===== config.mk =====
export PLATFORM = sky130hd
export DESIGN_NAME = matrix_multiply_3x3
export DESIGN_NICKNAME = d
export VERILOG_FILES = /design/src/hw/rtl/mm_pkg.sv /design/src/hw/rtl/mm_fifo.sv /design/src/hw/rtl/mm_store.sv /design/src/hw/rtl/mm_front.sv /design/src/hw/rtl/mm_back.sv /design/src/hw/rtl/matrix_multiply_3x3.sv
export SDC_FILE = /design/constraint.sdc
export NUM_CORES = 1
export LEC_CHECK = 0
export ABC_AREA = 0
export BUFFER_PORTS_ARGS = -buffer_cell sky130_fd_sc_hd__buf_2
export CORE_ASPECT_RATIO = 1.5
export CORE_MARGIN = 1
export CORE_UTILIZATION = 50
export CTS_CLUSTER_DIAMETER = 200
export DETAILED_ROUTE_END_ITERATION = 10
export PLACE_DENSITY = 0.77
export SLEW_MARGIN = 20
export SYNTH_ARGS = -nofsm -noshare
export SYNTH_HDL_FRONTEND = slang
export SYNTH_SLANG_ARGS = --single-unit

===== constraint.sdc =====
create_clock -name clk -period 18.5 [get_ports clk]
set_input_delay 1.85 -clock clk [delete_from_list [all_inputs] [get_ports clk]]
set_output_delay 1.85 -clock clk [all_outputs]
set_load 0.05 [all_outputs]

===== src/hw/rtl/mm_pkg.sv =====
// Shared widths for the matrix multiply block.
// No dependencies; mm_store, mm_front, mm_back and the top level import it.
`default_nettype none

package mm_pkg;

    localparam int ELEM_W = 16;   // one matrix element, two's complement
    localparam int MUL_W  = 32;   // one element product
    localparam int PROD_W = 33;   // one product matrix element, wraps

endpackage

`default_nettype wire


===== src/hw/rtl/mm_fifo.sv =====
// Small synchronous queue with push/full and pop/empty sides.
// Depends on nothing; DEPTH must be a power of two.
`default_nettype none

module mm_fifo #(
    parameter int W     = 8,
    parameter int DEPTH = 2
) (
    input  logic                             clk,
    input  logic                             rst_n,
    input  logic                             push,
    input  logic [W-1:0]                     din,
    output logic                             full,
    input  logic                             pop,
    output logic [W-1:0]                     dout,
    output logic                             empty,
    output logic [$clog2(DEPTH+1)-1:0]       count
);

    localparam int PTR_W = $clog2(DEPTH);
    localparam int CNT_W = $clog2(DEPTH + 1);

    logic [W-1:0]     mem_reg [DEPTH];
    logic [PTR_W-1:0] wr_ptr_reg;
    logic [PTR_W-1:0] rd_ptr_reg;
    logic [CNT_W-1:0] count_reg;
    logic [CNT_W-1:0] count_next;
    logic             do_push;
    logic             do_pop;

    assign full    = (count_reg == CNT_W'(DEPTH));
    assign empty   = (count_reg == '0);
    assign count   = count_reg;
    assign dout    = mem_reg[rd_ptr_reg];
    assign do_push = push && !full;
    assign do_pop  = pop && !empty;

    assign count_next = count_reg + CNT_W'(do_push) - CNT_W'(do_pop);

    always_ff @(posedge clk or negedge rst_n)
    begin
        if (!rst_n)
        begin
            wr_ptr_reg <= '0;
            rd_ptr_reg <= '0;
            count_reg  <= '0;
        end
        else
        begin
            if (do_push)
            begin
                wr_ptr_reg <= wr_ptr_reg + 1'b1;
            end
            if (do_pop)
            begin
                rd_ptr_reg <= rd_ptr_reg + 1'b1;
            end
            count_reg <= count_next;
        end
    end

    always_ff @(posedge clk)
    begin
        if (do_push)
        begin
            mem_reg[wr_ptr_reg] <= din;
        end
    end

endmodule

`default_nettype wire


===== src/hw/rtl/mm_store.sv =====
// Element memories for matrices A and B: one write port, registered reads.
// Depends on mm_pkg for the element width.
`default_nettype none

module mm_store
    import mm_pkg::*;
#(
    parameter int DIM = 3
) (
    input  logic                                 clk,
    input  logic                                 we,
    input  logic [$clog2(DIM*DIM)-1:0]           waddr,
    input  logic signed [ELEM_W-1:0]             wdata_a,
    input  logic signed [ELEM_W-1:0]             wdata_b,
    input  logic [$clog2(DIM*DIM)-1:0]           raddr_a,
    input  logic [$clog2(DIM*DIM)-1:0]           raddr_b,
    output logic signed [ELEM_W-1:0]             rdata_a,
    output logic signed [ELEM_W-1:0]             rdata_b
);

    localparam int NELEM = DIM * DIM;

    logic signed [ELEM_W-1:0] a_mem [NELEM];
    logic signed [ELEM_W-1:0] b_mem [NELEM];
    logic signed [ELEM_W-1:0] rd_a_reg;
    logic signed [ELEM_W-1:0] rd_b_reg;

    assign rdata_a = rd_a_reg;
    assign rdata_b = rd_b_reg;

    always_ff @(posedge clk)
    begin
        if (we)
        begin
            a_mem[waddr] <= wdata_a;
            b_mem[waddr] <= wdata_b;
        end
        rd_a_reg <= a_mem[raddr_a];
        rd_b_reg <= b_mem[raddr_b];
    end

endmodule

`default_nettype wire


===== src/hw/rtl/mm_front.sv =====
// Front end: accepts element items, fills the stores, then issues one
// command per product element. Depends on mm_pkg.
`default_nettype none

module mm_front
    import mm_pkg::*;
#(
    parameter int DIM = 3
) (
    input  logic                                         clk,
    input  logic                                         rst_n,
    input  logic                                         push,
    output logic                                         full,
    input  logic signed [ELEM_W-1:0]                     a_elem,
    input  logic signed [ELEM_W-1:0]                     b_elem,
    output logic                                         st_we,
    output logic [$clog2(DIM*DIM)-1:0]                   st_waddr,
    output logic signed [ELEM_W-1:0]                     st_a,
    output logic signed [ELEM_W-1:0]                     st_b,
    input  logic                                         cmd_full,
    output logic                                         cmd_push,
    output logic [$clog2(DIM*DIM)+$clog2(DIM):0]         cmd_data,
    input  logic                                         mat_done
);

    localparam int NELEM = DIM * DIM;
    localparam int IDX_W = $clog2(NELEM);
    localparam int COL_W = $clog2(DIM);
    localparam logic [IDX_W-1:0] CNT_LAST = IDX_W'(NELEM - 1);
    localparam logic [IDX_W-1:0] ROW_LAST = IDX_W'((DIM - 1) * DIM);
    localparam logic [IDX_W-1:0] ROW_STEP = IDX_W'(DIM);
    localparam logic [COL_W-1:0] COL_LAST = COL_W'(DIM - 1);

    typedef struct packed {
        logic [IDX_W-1:0] row_base;
        logic [COL_W-1:0] col;
        logic             last;
    } cmd_t;

    typedef enum logic [1:0] {
        S_LOAD,
        S_ISSUE,
        S_WAIT
    } state_t;

    state_t           state_reg;
    logic [IDX_W-1:0] cnt_reg;
    logic [IDX_W-1:0] row_reg;
    logic [COL_W-1:0] col_reg;
    logic             accept;
    logic             cmd_last;
    cmd_t             cmd;

    assign full     = (state_reg != S_LOAD);
    assign accept   = push && !full;
    assign st_we    = accept;
    assign st_waddr = cnt_reg;
    assign st_a     = a_elem;
    assign st_b     = b_elem;

    assign cmd_last     = (row_reg == ROW_LAST) && (col_reg == COL_LAST);
    assign cmd_push     = (state_reg == S_ISSUE) && !cmd_full;
    assign cmd.row_base = row_reg;
    assign cmd.col      = col_reg;
    assign cmd.last     = cmd_last;
    assign cmd_data     = cmd;

    always_ff @(posedge clk or negedge rst_n)
    begin
        if (!rst_n)
        begin
            state_reg <= S_LOAD;
            cnt_reg   <= '0;
            row_reg   <= '0;
            col_reg   <= '0;
        end
        else
        begin
            unique case (state_reg)
                S_LOAD:
                begin
                    if (accept)
                    begin
                        if (cnt_reg == CNT_LAST)
                        begin
                            cnt_reg   <= '0;
                            row_reg   <= '0;
                            col_reg   <= '0;
                            state_reg <= S_ISSUE;
                        end
                        else
                        begin
                            cnt_reg <= cnt_reg + 1'b1;
                        end
                    end
                end
                S_ISSUE:
                begin
                    if (cmd_push)
                    begin
                        if (cmd_last)
                        begin
                            state_reg <= S_WAIT;
                        end
                        else if (col_reg == COL_LAST)
                        begin
                            col_reg <= '0;
                            row_reg <= row_reg + ROW_STEP;
                        end
                        else
                        begin
                            col_reg <= col_reg + 1'b1;
                        end
                    end
                end
                S_WAIT:
                begin
                    // hold the stores until the last element read is issued
                    if (mat_done)
                    begin
                        state_reg <= S_LOAD;
                    end
                end
                default:
                begin
                    state_reg <= S_LOAD;
                end
            endcase
        end
    end

endmodule

`default_nettype wire


===== src/hw/rtl/mm_back.sv =====
// Back end: one multiply-accumulate pipeline that turns element commands
// into product elements. Depends on mm_pkg.
`default_nettype none

module mm_back
    import mm_pkg::*;
#(
    parameter int DIM       = 3,
    parameter int OUT_DEPTH = 4
) (
    input  logic                                         clk,
    input  logic                                         rst_n,
    input  logic                                         cmd_empty,
    output logic                                         cmd_pop,
    input  logic [$clog2(DIM*DIM)+$clog2(DIM):0]         cmd_data,
    output logic [$clog2(DIM*DIM)-1:0]                   a_raddr,
    output logic [$clog2(DIM*DIM)-1:0]                   b_raddr,
    input  logic signed [ELEM_W-1:0]                     a_rdata,
    input  logic signed [ELEM_W-1:0]                     b_rdata,
    input  logic [$clog2(OUT_DEPTH+1)-1:0]               out_count,
    output logic                                         res_push,
    output logic [PROD_W-1:0]                            res_data,
    output logic                                         res_last,
    output logic                                         mat_done
);

    localparam int NELEM = DIM * DIM;
    localparam int IDX_W = $clog2(NELEM);
    localparam int COL_W = $clog2(DIM);
    localparam int CNT_W = $clog2(OUT_DEPTH + 1);
    localparam int CR_W  = CNT_W + 2;
    localparam logic [COL_W-1:0] K_LAST = COL_W'(DIM - 1);
    localparam logic [IDX_W-1:0] B_STEP = IDX_W'(DIM);

    typedef struct packed {
        logic [IDX_W-1:0] row_base;
        logic [COL_W-1:0] col;
        logic             last;
    } cmd_t;

    cmd_t                     cmd;
    logic                     issue_reg;
    logic [COL_W-1:0]         k_reg;
    logic [IDX_W-1:0]         a_addr_reg;
    logic [IDX_W-1:0]         b_addr_reg;
    logic                     mlast_reg;
    logic                     rd_valid_reg;
    logic                     rd_first_reg;
    logic                     rd_lastk_reg;
    logic                     rd_mlast_reg;
    logic                     prod_valid_reg;
    logic                     prod_first_reg;
    logic                     prod_lastk_reg;
    logic                     prod_mlast_reg;
    logic signed [MUL_W-1:0]  prod_reg;
    logic signed [PROD_W-1:0] acc_reg;
    logic signed [PROD_W-1:0] acc_next;
    logic [1:0]               inflight_reg;
    logic [1:0]               inflight_next;
    logic                     issue_free;
    logic                     credit_ok;
    logic                     start;

    assign cmd = cmd_data;

    // a new element may enter on the last term of the previous one
    assign issue_free = !issue_reg || (k_reg == K_LAST);
    assign credit_ok  = (CR_W'(out_count) + CR_W'(inflight_reg)) < CR_W'(OUT_DEPTH);
    assign start      = issue_free && !cmd_empty && credit_ok;
    assign cmd_pop    = start;
    assign mat_done   = issue_reg && (k_reg == K_LAST) && mlast_reg;

    assign a_raddr = a_addr_reg;
    assign b_raddr = b_addr_reg;

    assign acc_next = (prod_first_reg ? '0 : acc_reg)
                    + {{(PROD_W - MUL_W){prod_reg[MUL_W-1]}}, prod_reg};

    assign res_push = prod_valid_reg && prod_lastk_reg;
    assign res_data = acc_next;
    assign res_last = prod_mlast_reg;

    assign inflight_next = inflight_reg + 2'(start) - 2'(res_push);

    always_ff @(posedge clk or negedge rst_n)
    begin
        if (!rst_n)
        begin
            issue_reg      <= 1'b0;
            rd_valid_reg   <= 1'b0;
            prod_valid_reg <= 1'b0;
            inflight_reg   <= '0;
        end
        else
        begin
            if (start)
            begin
                issue_reg <= 1'b1;
            end
            else if (issue_reg && (k_reg == K_LAST))
            begin
                issue_reg <= 1'b0;
            end
            rd_valid_reg   <= issue_reg;
            prod_valid_reg <= rd_valid_reg;
            inflight_reg   <= inflight_next;
        end
    end

    always_ff @(posedge clk)
    begin
        // walk A along a row and B down a column
        if (start)
        begin
            k_reg      <= '0;
            a_addr_reg <= cmd.row_base;
            b_addr_reg <= IDX_W'(cmd.col);
            mlast_reg  <= cmd.last;
        end
        else if (issue_reg)
        begin
            k_reg      <= k_reg + 1'b1;
            a_addr_reg <= a_addr_reg + 1'b1;
            b_addr_reg <= b_addr_reg + B_STEP;
        end

        rd_first_reg <= (k_reg == '0);
        rd_lastk_reg <= (k_reg == K_LAST);
        rd_mlast_reg <= mlast_reg;

        prod_reg       <= a_rdata * b_rdata;
        prod_first_reg <= rd_first_reg;
        prod_lastk_reg <= rd_lastk_reg;
        prod_mlast_reg <= rd_mlast_reg;

        if (prod_valid_reg)
        begin
            acc_reg <= acc_next;
        end
    end

endmodule

`default_nettype wire


===== src/hw/rtl/matrix_multiply_3x3.sv =====
// Top level of the DIM x DIM matrix multiplier.
// Depends on mm_pkg, mm_fifo, mm_store, mm_front and mm_back.
//
// Usage:
//   Input side is a queue: drive a_elem/b_elem with push high; an item is
//   taken at a clock edge where push is high and full is low. Items carry
//   A[i][j] and B[i][j] together, row-major, DIM*DIM items per matrix pair.
//   Result side is a queue too: while empty is low, product/last_out show the
//   oldest product element; pop high at a clock edge takes it. Elements come
//   out row-major, and last_out marks the final one of each product matrix.
//   Loading accepts one item per cycle. After the last item of a pair, full
//   stays high until the last store read of that pair is issued; all reads
//   come from the single multiply-accumulate unit through its one read port
//   per store. The unit starts each new product element on the last term of
//   the previous one when a command is waiting and the result queue has room.
//   A stalled receiver fills the result queue; the multiply unit then
//   holds before starting another element and nothing is lost.
//   Reset empties both queues and restarts loading at element zero; the
//   element stores are not cleared and are always rewritten before use.
//   Products are 33 bits and wrap for DIM above 3.
`default_nettype none

module matrix_multiply_3x3
    import mm_pkg::*;
#(
    parameter int DIM = 3
) (
    input  logic                      clk,
    input  logic                      rst_n,
    input  logic                      push,
    output logic                      full,
    input  logic signed [ELEM_W-1:0]  a_elem,
    input  logic signed [ELEM_W-1:0]  b_elem,
    output logic                      empty,
    input  logic                      pop,
    output logic signed [PROD_W-1:0]  product,
    output logic                      last_out
);

    localparam int NELEM     = DIM * DIM;
    localparam int IDX_W     = $clog2(NELEM);
    localparam int COL_W     = $clog2(DIM);
    localparam int CMD_W     = IDX_W + COL_W + 1;
    localparam int CMD_DEPTH = 2;
    localparam int CMD_CNT_W = $clog2(CMD_DEPTH + 1);
    localparam int OUT_DEPTH = 4;
    localparam int OUT_CNT_W = $clog2(OUT_DEPTH + 1);

    // store write and read ports
    logic                     st_we;
    logic [IDX_W-1:0]         st_waddr;
    logic signed [ELEM_W-1:0] st_a;
    logic signed [ELEM_W-1:0] st_b;
    logic [IDX_W-1:0]         a_raddr;
    logic [IDX_W-1:0]         b_raddr;
    logic signed [ELEM_W-1:0] a_rdata;
    logic signed [ELEM_W-1:0] b_rdata;

    // command queue between front and back
    logic                     cmd_push;
    logic                     cmd_full;
    logic [CMD_W-1:0]         cmd_wdata;
    logic                     cmd_pop;
    logic                     cmd_empty;
    logic [CMD_W-1:0]         cmd_rdata;
    logic [CMD_CNT_W-1:0]     cmd_count;
    logic                     mat_done;

    // result queue
    logic                     res_push;
    logic                     res_full;
    logic [PROD_W-1:0]        res_data;
    logic                     res_last;
    logic [PROD_W:0]          res_dout;
    logic [OUT_CNT_W-1:0]     res_count;

    mm_front #(
        .DIM (DIM)
    ) u_front (
        .clk      (clk),
        .rst_n    (rst_n),
        .push     (push),
        .full     (full),
        .a_elem   (a_elem),
        .b_elem   (b_elem),
        .st_we    (st_we),
        .st_waddr (st_waddr),
        .st_a     (st_a),
        .st_b     (st_b),
        .cmd_full (cmd_full),
        .cmd_push (cmd_push),
        .cmd_data (cmd_wdata),
        .mat_done (mat_done)
    );

    mm_store #(
        .DIM (DIM)
    ) u_store (
        .clk     (clk),
        .we      (st_we),
        .waddr   (st_waddr),
        .wdata_a (st_a),
        .wdata_b (st_b),
        .raddr_a (a_raddr),
        .raddr_b (b_raddr),
        .rdata_a (a_rdata),
        .rdata_b (b_rdata)
    );

    mm_fifo #(
        .W     (CMD_W),
        .DEPTH (CMD_DEPTH)
    ) u_cmd_fifo (
        .clk   (clk),
        .rst_n (rst_n),
        .push  (cmd_push),
        .din   (cmd_wdata),
        .full  (cmd_full),
        .pop   (cmd_pop),
        .dout  (cmd_rdata),
        .empty (cmd_empty),
        .count (cmd_count)
    );

    mm_back #(
        .DIM       (DIM),
        .OUT_DEPTH (OUT_DEPTH)
    ) u_back (
        .clk       (clk),
        .rst_n     (rst_n),
        .cmd_empty (cmd_empty),
        .cmd_pop   (cmd_pop),
        .cmd_data  (cmd_rdata),
        .a_raddr   (a_raddr),
        .b_raddr   (b_raddr),
        .a_rdata   (a_rdata),
        .b_rdata   (b_rdata),
        .out_count (res_count),
        .res_push  (res_push),
        .res_data  (res_data),
        .res_last  (res_last),
        .mat_done  (mat_done)
    );

    mm_fifo #(
        .W     (PROD_W + 1),
        .DEPTH (OUT_DEPTH)
    ) u_res_fifo (
        .clk   (clk),
        .rst_n (rst_n),
        .push  (res_push),
        .din   ({res_data, res_last}),
        .full  (res_full),
        .pop   (pop),
        .dout  (res_dout),
        .empty (empty),
        .count (res_count)
    );

    assign product  = res_dout[PROD_W:1];
    assign last_out = res_dout[0];

    // credit check in the back end must keep the result queue from overflowing
    a_res_room: assert property (@(posedge clk) disable iff (!rst_n)
        res_push |-> !res_full)
        else $error("result pushed into a full queue");

    // the stores may only be released while the front end holds off new items
    a_done_held: assert property (@(posedge clk) disable iff (!rst_n)
        mat_done |-> full)
        else $error("matrix done seen while front end is loading");

    // the final element of a matrix leaves no command of the same pair behind
    a_last_drain: assert property (@(posedge clk) disable iff (!rst_n)
        (res_push && res_last) |-> (cmd_count == '0))
        else $error("commands still queued at last product element");

endmodule

`default_nettype wire

==> results by group, run 1 <==
Status
  – Status: finished, final reports clean

Finish
  – Final #Nets: 2824
  – Layout cells sized above 1: 11.67%
  – Synth-to-layout area growth: 9.236%
  – Layout Utilization: 55.41%

Critical path
  – CP endpoint kind: register
  – CP Cell Sequence: nand2_1 -> fa_1 -> fa_1 -> fa_1 -> fa_1 -> inv_1 -> fa_1 -> fa_1 -> ha_1 -> a21oi_1 -> a21boi_1 -> and3_1 -> a221o_1 -> a21o_1 -> a31o_1 -> a221o_1 -> xnor2_1
  – CP dominant cell by count: fa_1
  – Worst EP required: about 19 ns
  – Worst path depth: 17
  – CP peak stage delay: roughly 0.77 ns
  – Critical path's slowest cell: dfxtp_1
  – Worst R2R Start: u_store.rdata_a[10]
  – Worst Path Buf+Inv: 1
  – Startpoint types: register
  – Worst-case reg-to-reg path depth: 17
  – Crit path arrival time: approximately 6.8 ns
  – CP top delay family: adder cells
  – Crit path max fanout: 16
  – R2R setup slack: 12.16 ns
  – Kind of critical path: register to register
  – Worst R2R End: u_back.prod_reg[30]

Clocking
  – Clk_lat worst skew: 0.62 ns
  – Root Driver: clkbuf_16
  – Total CTS buffers: 53
  – CTS Buffer Depth: 3
  – Post-CTS Resized: 0
  – H-tree Lvls: 2
  – CTS Sinks: 580
  – CTS tree: done
  – Worst-path clk slew: 0.06 ns
  – # Post-CTS Setup Buffers: 0
  – Post-CTS Hold Fix Bufs: 0

STA
  – Final max-slew violation count: 0
  – Slew HR: 46.97%
  – Worst-margin pin slew: 0.7943 ns
  – Clk_skew: 0.03209 ns
  – Setup_tns: 0 ns
  – Final Hold Fails: 0
  – Tcrit/Tclk final: 34.27%
  – Setup violators final: 0
  – Hold WS: 0.3327 ns
  – Max Freq: 157.7 MHz
  – Fin crit period: between 6 and 7 ns
  – RSZ-0062 raised after global routing: no

Route
  – WL final: roughly 63000 µm
  – First DRT Iteration DRCs: 989
  – Vias per inst: 5.469
  – Vias: 17718
  – DR WL/cell: 19.56 µm
  – Drc violations: 0
  – DRT Pass-1 Iters: 6
  – Final ANT Viol Nets: 0

Synthesis
  – Register area share after synthesis: 51.35%
  – Number of synthesized register bits: 580
  – Post-Syn Nets: 2748
  – Cell count after synthesis: about 2300
  – Top-count cell post-synth: edfxtp_1
  – Yosys warning total: 0
  – Average size of a mapped cell: 13.92 µm²
  – Synth area leader: edfxtp_1
  – Mapped cell area: 32200 µm²
  – Synth top area cells: edfxtp_1, fa_1, mux4_2
  – Asr flop ratio synth: 4.828%
  – Synth top cells by count: edfxtp_1, inv_1, fa_1
  – Ys flop type: edfxtp_1
  – Post-synthesis cell type count: 65
  – Top-area cell type share of the netlist area: 44.57%
  – EDFF count, synth: 478

GRT
  – Met3 Usage GRT: 2.875%
  – Grt ovf: 0
  – First-pass GRT wire length: 104300 µm
  – Met2 GRT Util: 38.23%
  – Antenna violations before repair: 3
  – Pin count of the biggest net entering global routing: 37
  – Vias in the first global route: just under 20000
  – Met1 Usage GRT: 23.50%
  – Grt peak-use layer: met2
  – Global-route usage over all layers: roughly 20%

Floorplan
  – Chip height: 312.8 µm
  – Initial Utilization: 50.73%
  – Core ar.: 63480 µm²
  – Row cnt: 113
  – Die Footprint: 65440 µm²
  – Die width: 209.2 µm
  – IO Pins: between 70 and 80

Placed design
  – PortBufs: about 70
  – DP HPWL: approximately 45000 µm
  – Gpl congestion: 0.8853

Run
  – Max Cap Viol: 0

Worst hold path
  – Hold EP: u_back.prod_lastk_reg
  – Hold Crit Class: register to register
  – HP Start: u_back.rd_lastk_reg
  – Worst Hold Depth: 0
==> through the flow <==
step	instance area, µm²	setup WS [ns]	cells
floorplan	32200	12.69	2313
global placement	33470	12.26	3139
detailed placement	33470	12.19	3139
CTS	35170	12.16	3239
global route	35180	11.83	3240
finish	35180	12.16	3240
==> worst max path at each step <==
stage,start,endpoint,slack (ns)
floorplan,u_store.rdata_a[10],u_back.prod_reg[30],12.69
global placement,u_store.rdata_a[9],u_back.prod_reg[30],12.26
detailed placement,u_store.rdata_a[9],u_back.prod_reg[30],12.19
CTS,u_store.rdata_a[9],u_back.prod_reg[30],12.16
global route,u_store.rdata_a[9],u_back.prod_reg[31],11.83
finish,u_store.rdata_a[10],u_back.prod_reg[30],12.16
==> area by class of cell <==
| class | instances | area (µm²) |
|---|---|---|
| clock inverters | 22 | 240.2 |
| inverters | 333 | 1250 |
| flip-flops and latches | 580 | 16540 |
| multi-input cells | 1325 | 14140 |
| clock buffers | 78 | 1460 |
| fillers | 4945 | 28310 |
| diodes | 1 | 2.502 |
| well taps | 805 | 1007 |
| repair buffers | 96 | 543.0 |
==> per-layer routing <==
metal	vias up	routed length, µm
met4	2	1803
met3	123	2405
met5	-	8
met1	9132	25050
li1	8073	-
met2	388	34120
==> worst register-to-register path, cell delays in order (launching register included) <==
cell and delay [ns]:
dfxtp_1 0.77, nand2_1 0.18, fa_1 0.54, fa_1 0.57
fa_1 0.45, fa_1 0.55, inv_1 0.05, fa_1 0.49
fa_1 0.42, ha_1 0.39, a21oi_1 0.23, a21boi_1 0.13
and3_1 0.21, a221o_1 0.34, a21o_1 0.25, a31o_1 0.20
a221o_1 0.33, xnor2_1 0.12
==> cells by family (layout without fill, tap and decap cells) <==
logic type,Yosys count,in the layout,share of synthesized area [%]
and+or+nand+nor,479,479,7.417
adders and majority gates,399,399,21.66
buffers and inverters,408,529,4.771
DFF,580,580,51.35
other,0,1,0
AOI/OAI and AO/OA,232,232,4.612
muxes,136,136,8.043
xor gates and xnor gates,79,79,2.149
==> layout by cell type (no fill, tap or decap), drive strengths merged, types with 6 or more instances in the layout <==
| master | n |
|---|---|
| a211oi | 11 |
| o21ai | 77 |
| a21o | 25 |
| o21a | 6 |
| nand3 | 13 |
| fa | 264 |
| mux4 | 98 |
| dfrtp | 28 |
| buf | 96 |
| a31oi | 7 |
| ha | 135 |
| dfxtp | 74 |
| nand2b | 10 |
| inv | 337 |
| mux2i | 36 |
| clkinv | 14 |
| edfxtp | 478 |
| nand2 | 191 |
| nor3 | 10 |
| nor2b | 41 |
| and3 | 9 |
| xnor2 | 58 |
| a21oi | 58 |
| xor2 | 21 |
| o21bai | 7 |
| and2 | 136 |
| nor2 | 48 |
| clkbuf | 78 |
Power of run 1 is not shown: default switching activity piles up to over one toggle a cycle in this logic, so the estimate is an artifact.
==> run 2, diff against run 1 <==
- PLACE_DENSITY: 0.77 -> 0.8
- clock period: 18.5 -> 5.2 ns (I/O delays scaled with it)
==> run 2 against run 1 <==
Against the previous run:
- the run now ends with negative setup slack left
- flip-flop and latch count unchanged
- register-to-register slack got worse by 13 ns
- global-route usage increased by 0.62 points
- sequential share of layout area decreased by 2.3 points
- cell area increased by 5.7%
- core utilization increased by 3.1 points
- critical path depth increased by 4
- worst hold slack got worse by 0.14 ns
- critical path type unchanged
==> results by group, run 2 (synthesis gave the netlist of run 1 again) <==
Status
  – Status: finished with violations
  – Failing checks: negative setup slack

Clocking
  – H-tree Lvls: 2 (unchanged)
  – CTS Sinks: 580 (unchanged)
  – CTS tree: done
  – Clk_lat worst skew: 0.61 ns (about the same)
  – CTS Buffer Depth: 3 (unchanged)
  – Total CTS buffers: 50 (-5.7%)
  – Root Driver: clkbuf_16
  – Worst-path clk slew: 0.07 ns (about the same)

Floorplan
  – Die width: 209.2 µm (unchanged)
  – Die Footprint: 65440 µm² (unchanged)
  – Core ar.: 63480 µm² (unchanged)
  – Initial Utilization: 50.73% (unchanged)
  – IO Pins: 72 (unchanged)
  – Row cnt: 113 (unchanged)
  – Chip height: 312.8 µm (unchanged)

Route
  – WL final: 65910 µm (+4.0%)
  – Drc violations: 0 (unchanged)
  – DR WL/cell: 19.29 µm (-1.4%)
  – Vias: 18541 (+4.6%)
  – Vias per inst: 5.426 (-0.78%)
  – DRT Pass-1 Iters: 5 (-1)
  – Final ANT Viol Nets: 0 (unchanged)
  – First DRT Iteration DRCs: 835 (-16%)

GRT
  – Global-route usage over all layers: 20.93% (+0.62 points)
  – Antenna violations before repair: 6 (+3)
  – Grt ovf: 0 (unchanged)
  – First-pass GRT wire length: 107300 µm (+2.8%)
  – Vias in the first global route: 20650 (+4.9%)
  – Pin count of the biggest net entering global routing: 36 (-2.7%)

Critical path
  – Kind of critical path: register to register
  – Crit path arrival time: 6.20 ns (-0.62 ns)
  – CP top delay family: adder cells
  – Setup crit start: u_store.rdata_b[4]
  – Critical path's slowest cell: fa_1
  – CP Cell Sequence: and2_4 -> fa_1 -> inv_2 -> fa_1 -> fa_1 -> inv_1 -> fa_1 -> fa_1 -> inv_1 -> fa_1 -> inv_2 -> ha_4 -> or4_4 -> a21oi_2 -> o211a_1 -> o2111a_2 -> o211ai_1 -> buf_4 -> a31oi_2 -> o21bai_1 -> xor2_1
  – Worst EP required: 5.69 ns (-13.29 ns)
  – Startpoint types: register
  – CP endpoint kind: register
  – Worst R2R Start: u_store.rdata_b[4]
  – CP dominant cell by count: fa_1
  – Worst Path Buf+Inv: 5 (+4)
  – Crit path max fanout: 6 (-10)
  – CP peak stage delay: 0.55 ns (-0.22 ns)

Placed design
  – PortBufs: 71 (unchanged)
  – Gpl congestion: 0.9147 (+3.3%)
  – Placed cells: 3286 (+4.7%)
  – DP HPWL: 47240 µm (+5.7%)

STA
  – Tcrit/Tclk final: 109.8% (+76 points)
  – RSZ-0062 raised after global routing: yes
  – Clk_skew: 0.03122 ns (-0.0008668 ns)
  – Setup violators final: 16 (+16)
  – Setup WS post-layout: -0.5121 ns (-12.67 ns)
  – Slew HR: 31.77% (-15 points)
  – Final Hold Fails: 0 (unchanged)
  – Fin crit period: 5.712 ns (-0.6284 ns)
  – Worst-margin pin slew: 1.017 ns (+0.2223 ns)
  – Final max-slew violation count: 0 (unchanged)
  – Max Freq: 175.1 MHz (+11%)

Finish
  – Non-filler cells, final: 3417 (+5.5%)
  – Layout cells sized above 1: 22.76% (+11 points)
  – Final #Nets: 3005 (+6.4%)
  – Most frequent cells in the layout: edfxtp_1, inv_1, fa_1, nand2_1, buf_4
  – Synth-to-layout area growth: 15.43%
  – Commonest non-fill, non-tap cell in the layout: edfxtp_1
  – Layout Utilization: 58.55% (+3.1 points)

Worst hold path
  – Hold Crit Class: primary input to register
  – HP Start: a_elem[7]

Run
  – Max Cap Viol: 0 (unchanged)
## run 2: cell count changes in the layout (fill, tap and decap cells not counted), moves of 16 or more
cell / delta
buf_4: +153
dfxtp_1: -28
buf_6: +21
ha_1: -18
clkbuf_1: -16
dfxtp_2: +16
inv_1: -16
inv_2: +16
## run 2: metal layers
layer / track usage (%) / part of all wire (%)
met1: 23.10 / 37
met2: 40.19 / 55
met3: 2.855 / 3.4
met4: 8.122 / 3.8
met5: 0 / 0.030
## run 2: layout make-up
| cell class | instances | area [µm²] |
|---|---|---|
| Fill cell | 4689 | 26310 |
| Tap cell | 805 | 1007 |
| Clock inverter | 36 | 350.3 |
| Sequential cell | 580 | 16600 |
| Multi-Input combinational cell | 1325 | 14550 |
| Antenna cell | 2 | 5.005 |
| Clock buffer | 56 | 1295 |
| Inverter | 333 | 1250 |
| Timing Repair Buffer | 280 | 2116 |
## run 2: worst register-to-register path, cell delays in order, from the launching register on
cell      delay, ns
dfxtp_4        0.37
and2_4         0.14
fa_1           0.55
inv_2          0.04
fa_1           0.47
fa_1           0.50
inv_1          0.05
fa_1           0.45
fa_1           0.49
inv_1          0.05
fa_1           0.49
inv_2          0.05
ha_4           0.15
or4_4          0.51
a21oi_2        0.14
o211a_1        0.24
o2111a_2       0.24
o211ai_1       0.08
buf_4          0.17
a31oi_2        0.16
o21bai_1       0.11
xor2_1         0.14
## run 2: path summary, 6_finish.rpt
path                                            end  slack [ns]  cells after the start
setup reg to reg                u_back.prod_reg[29]       -0.51                     21
hold / removal                  u_store.a_mem[8][7]        0.19                      1
min in group asynchronous        u_front.col_reg[1]        0.48                      2
hold reg to reg                     u_back.res_last        0.33                      0
setup / recovery                u_back.prod_reg[29]       -0.51                     21
max in group asynchronous  u_res_fifo.rd_ptr_reg[0]        4.22                      2
## run 2: repair_timing
item                       CTS  global route
hold endpoints to repair    28             0
setup endpoints to repair   17            17
setup buffers               25            10
gates cloned                 0             0
pin swaps                   85            42
gates resized for setup    127            30
hold buffers                 1             0
## run 2: through the flow
| stage | setup TNS (ns) | setup WS (ns) | hold slack, ns | area (µm²) |
|---|---|---|---|---|
| after floorplan | -1.506 | -0.2806 | 0.2244 | 32400 |
| after global placement | -5.430 | -0.5274 | 0.3119 | 34730 |
| after detailed placement | -7.366 | -0.7188 | 0.3121 | 34730 |
| after CTS | -3.942 | -0.4624 | 0.1578 | 36950 |
| after global routing | -7.594 | -0.6509 | 0.1749 | 37170 |
| final | -5.146 | -0.5121 | 0.1881 | 37170 |
Power of run 2 is left out for the same reason.
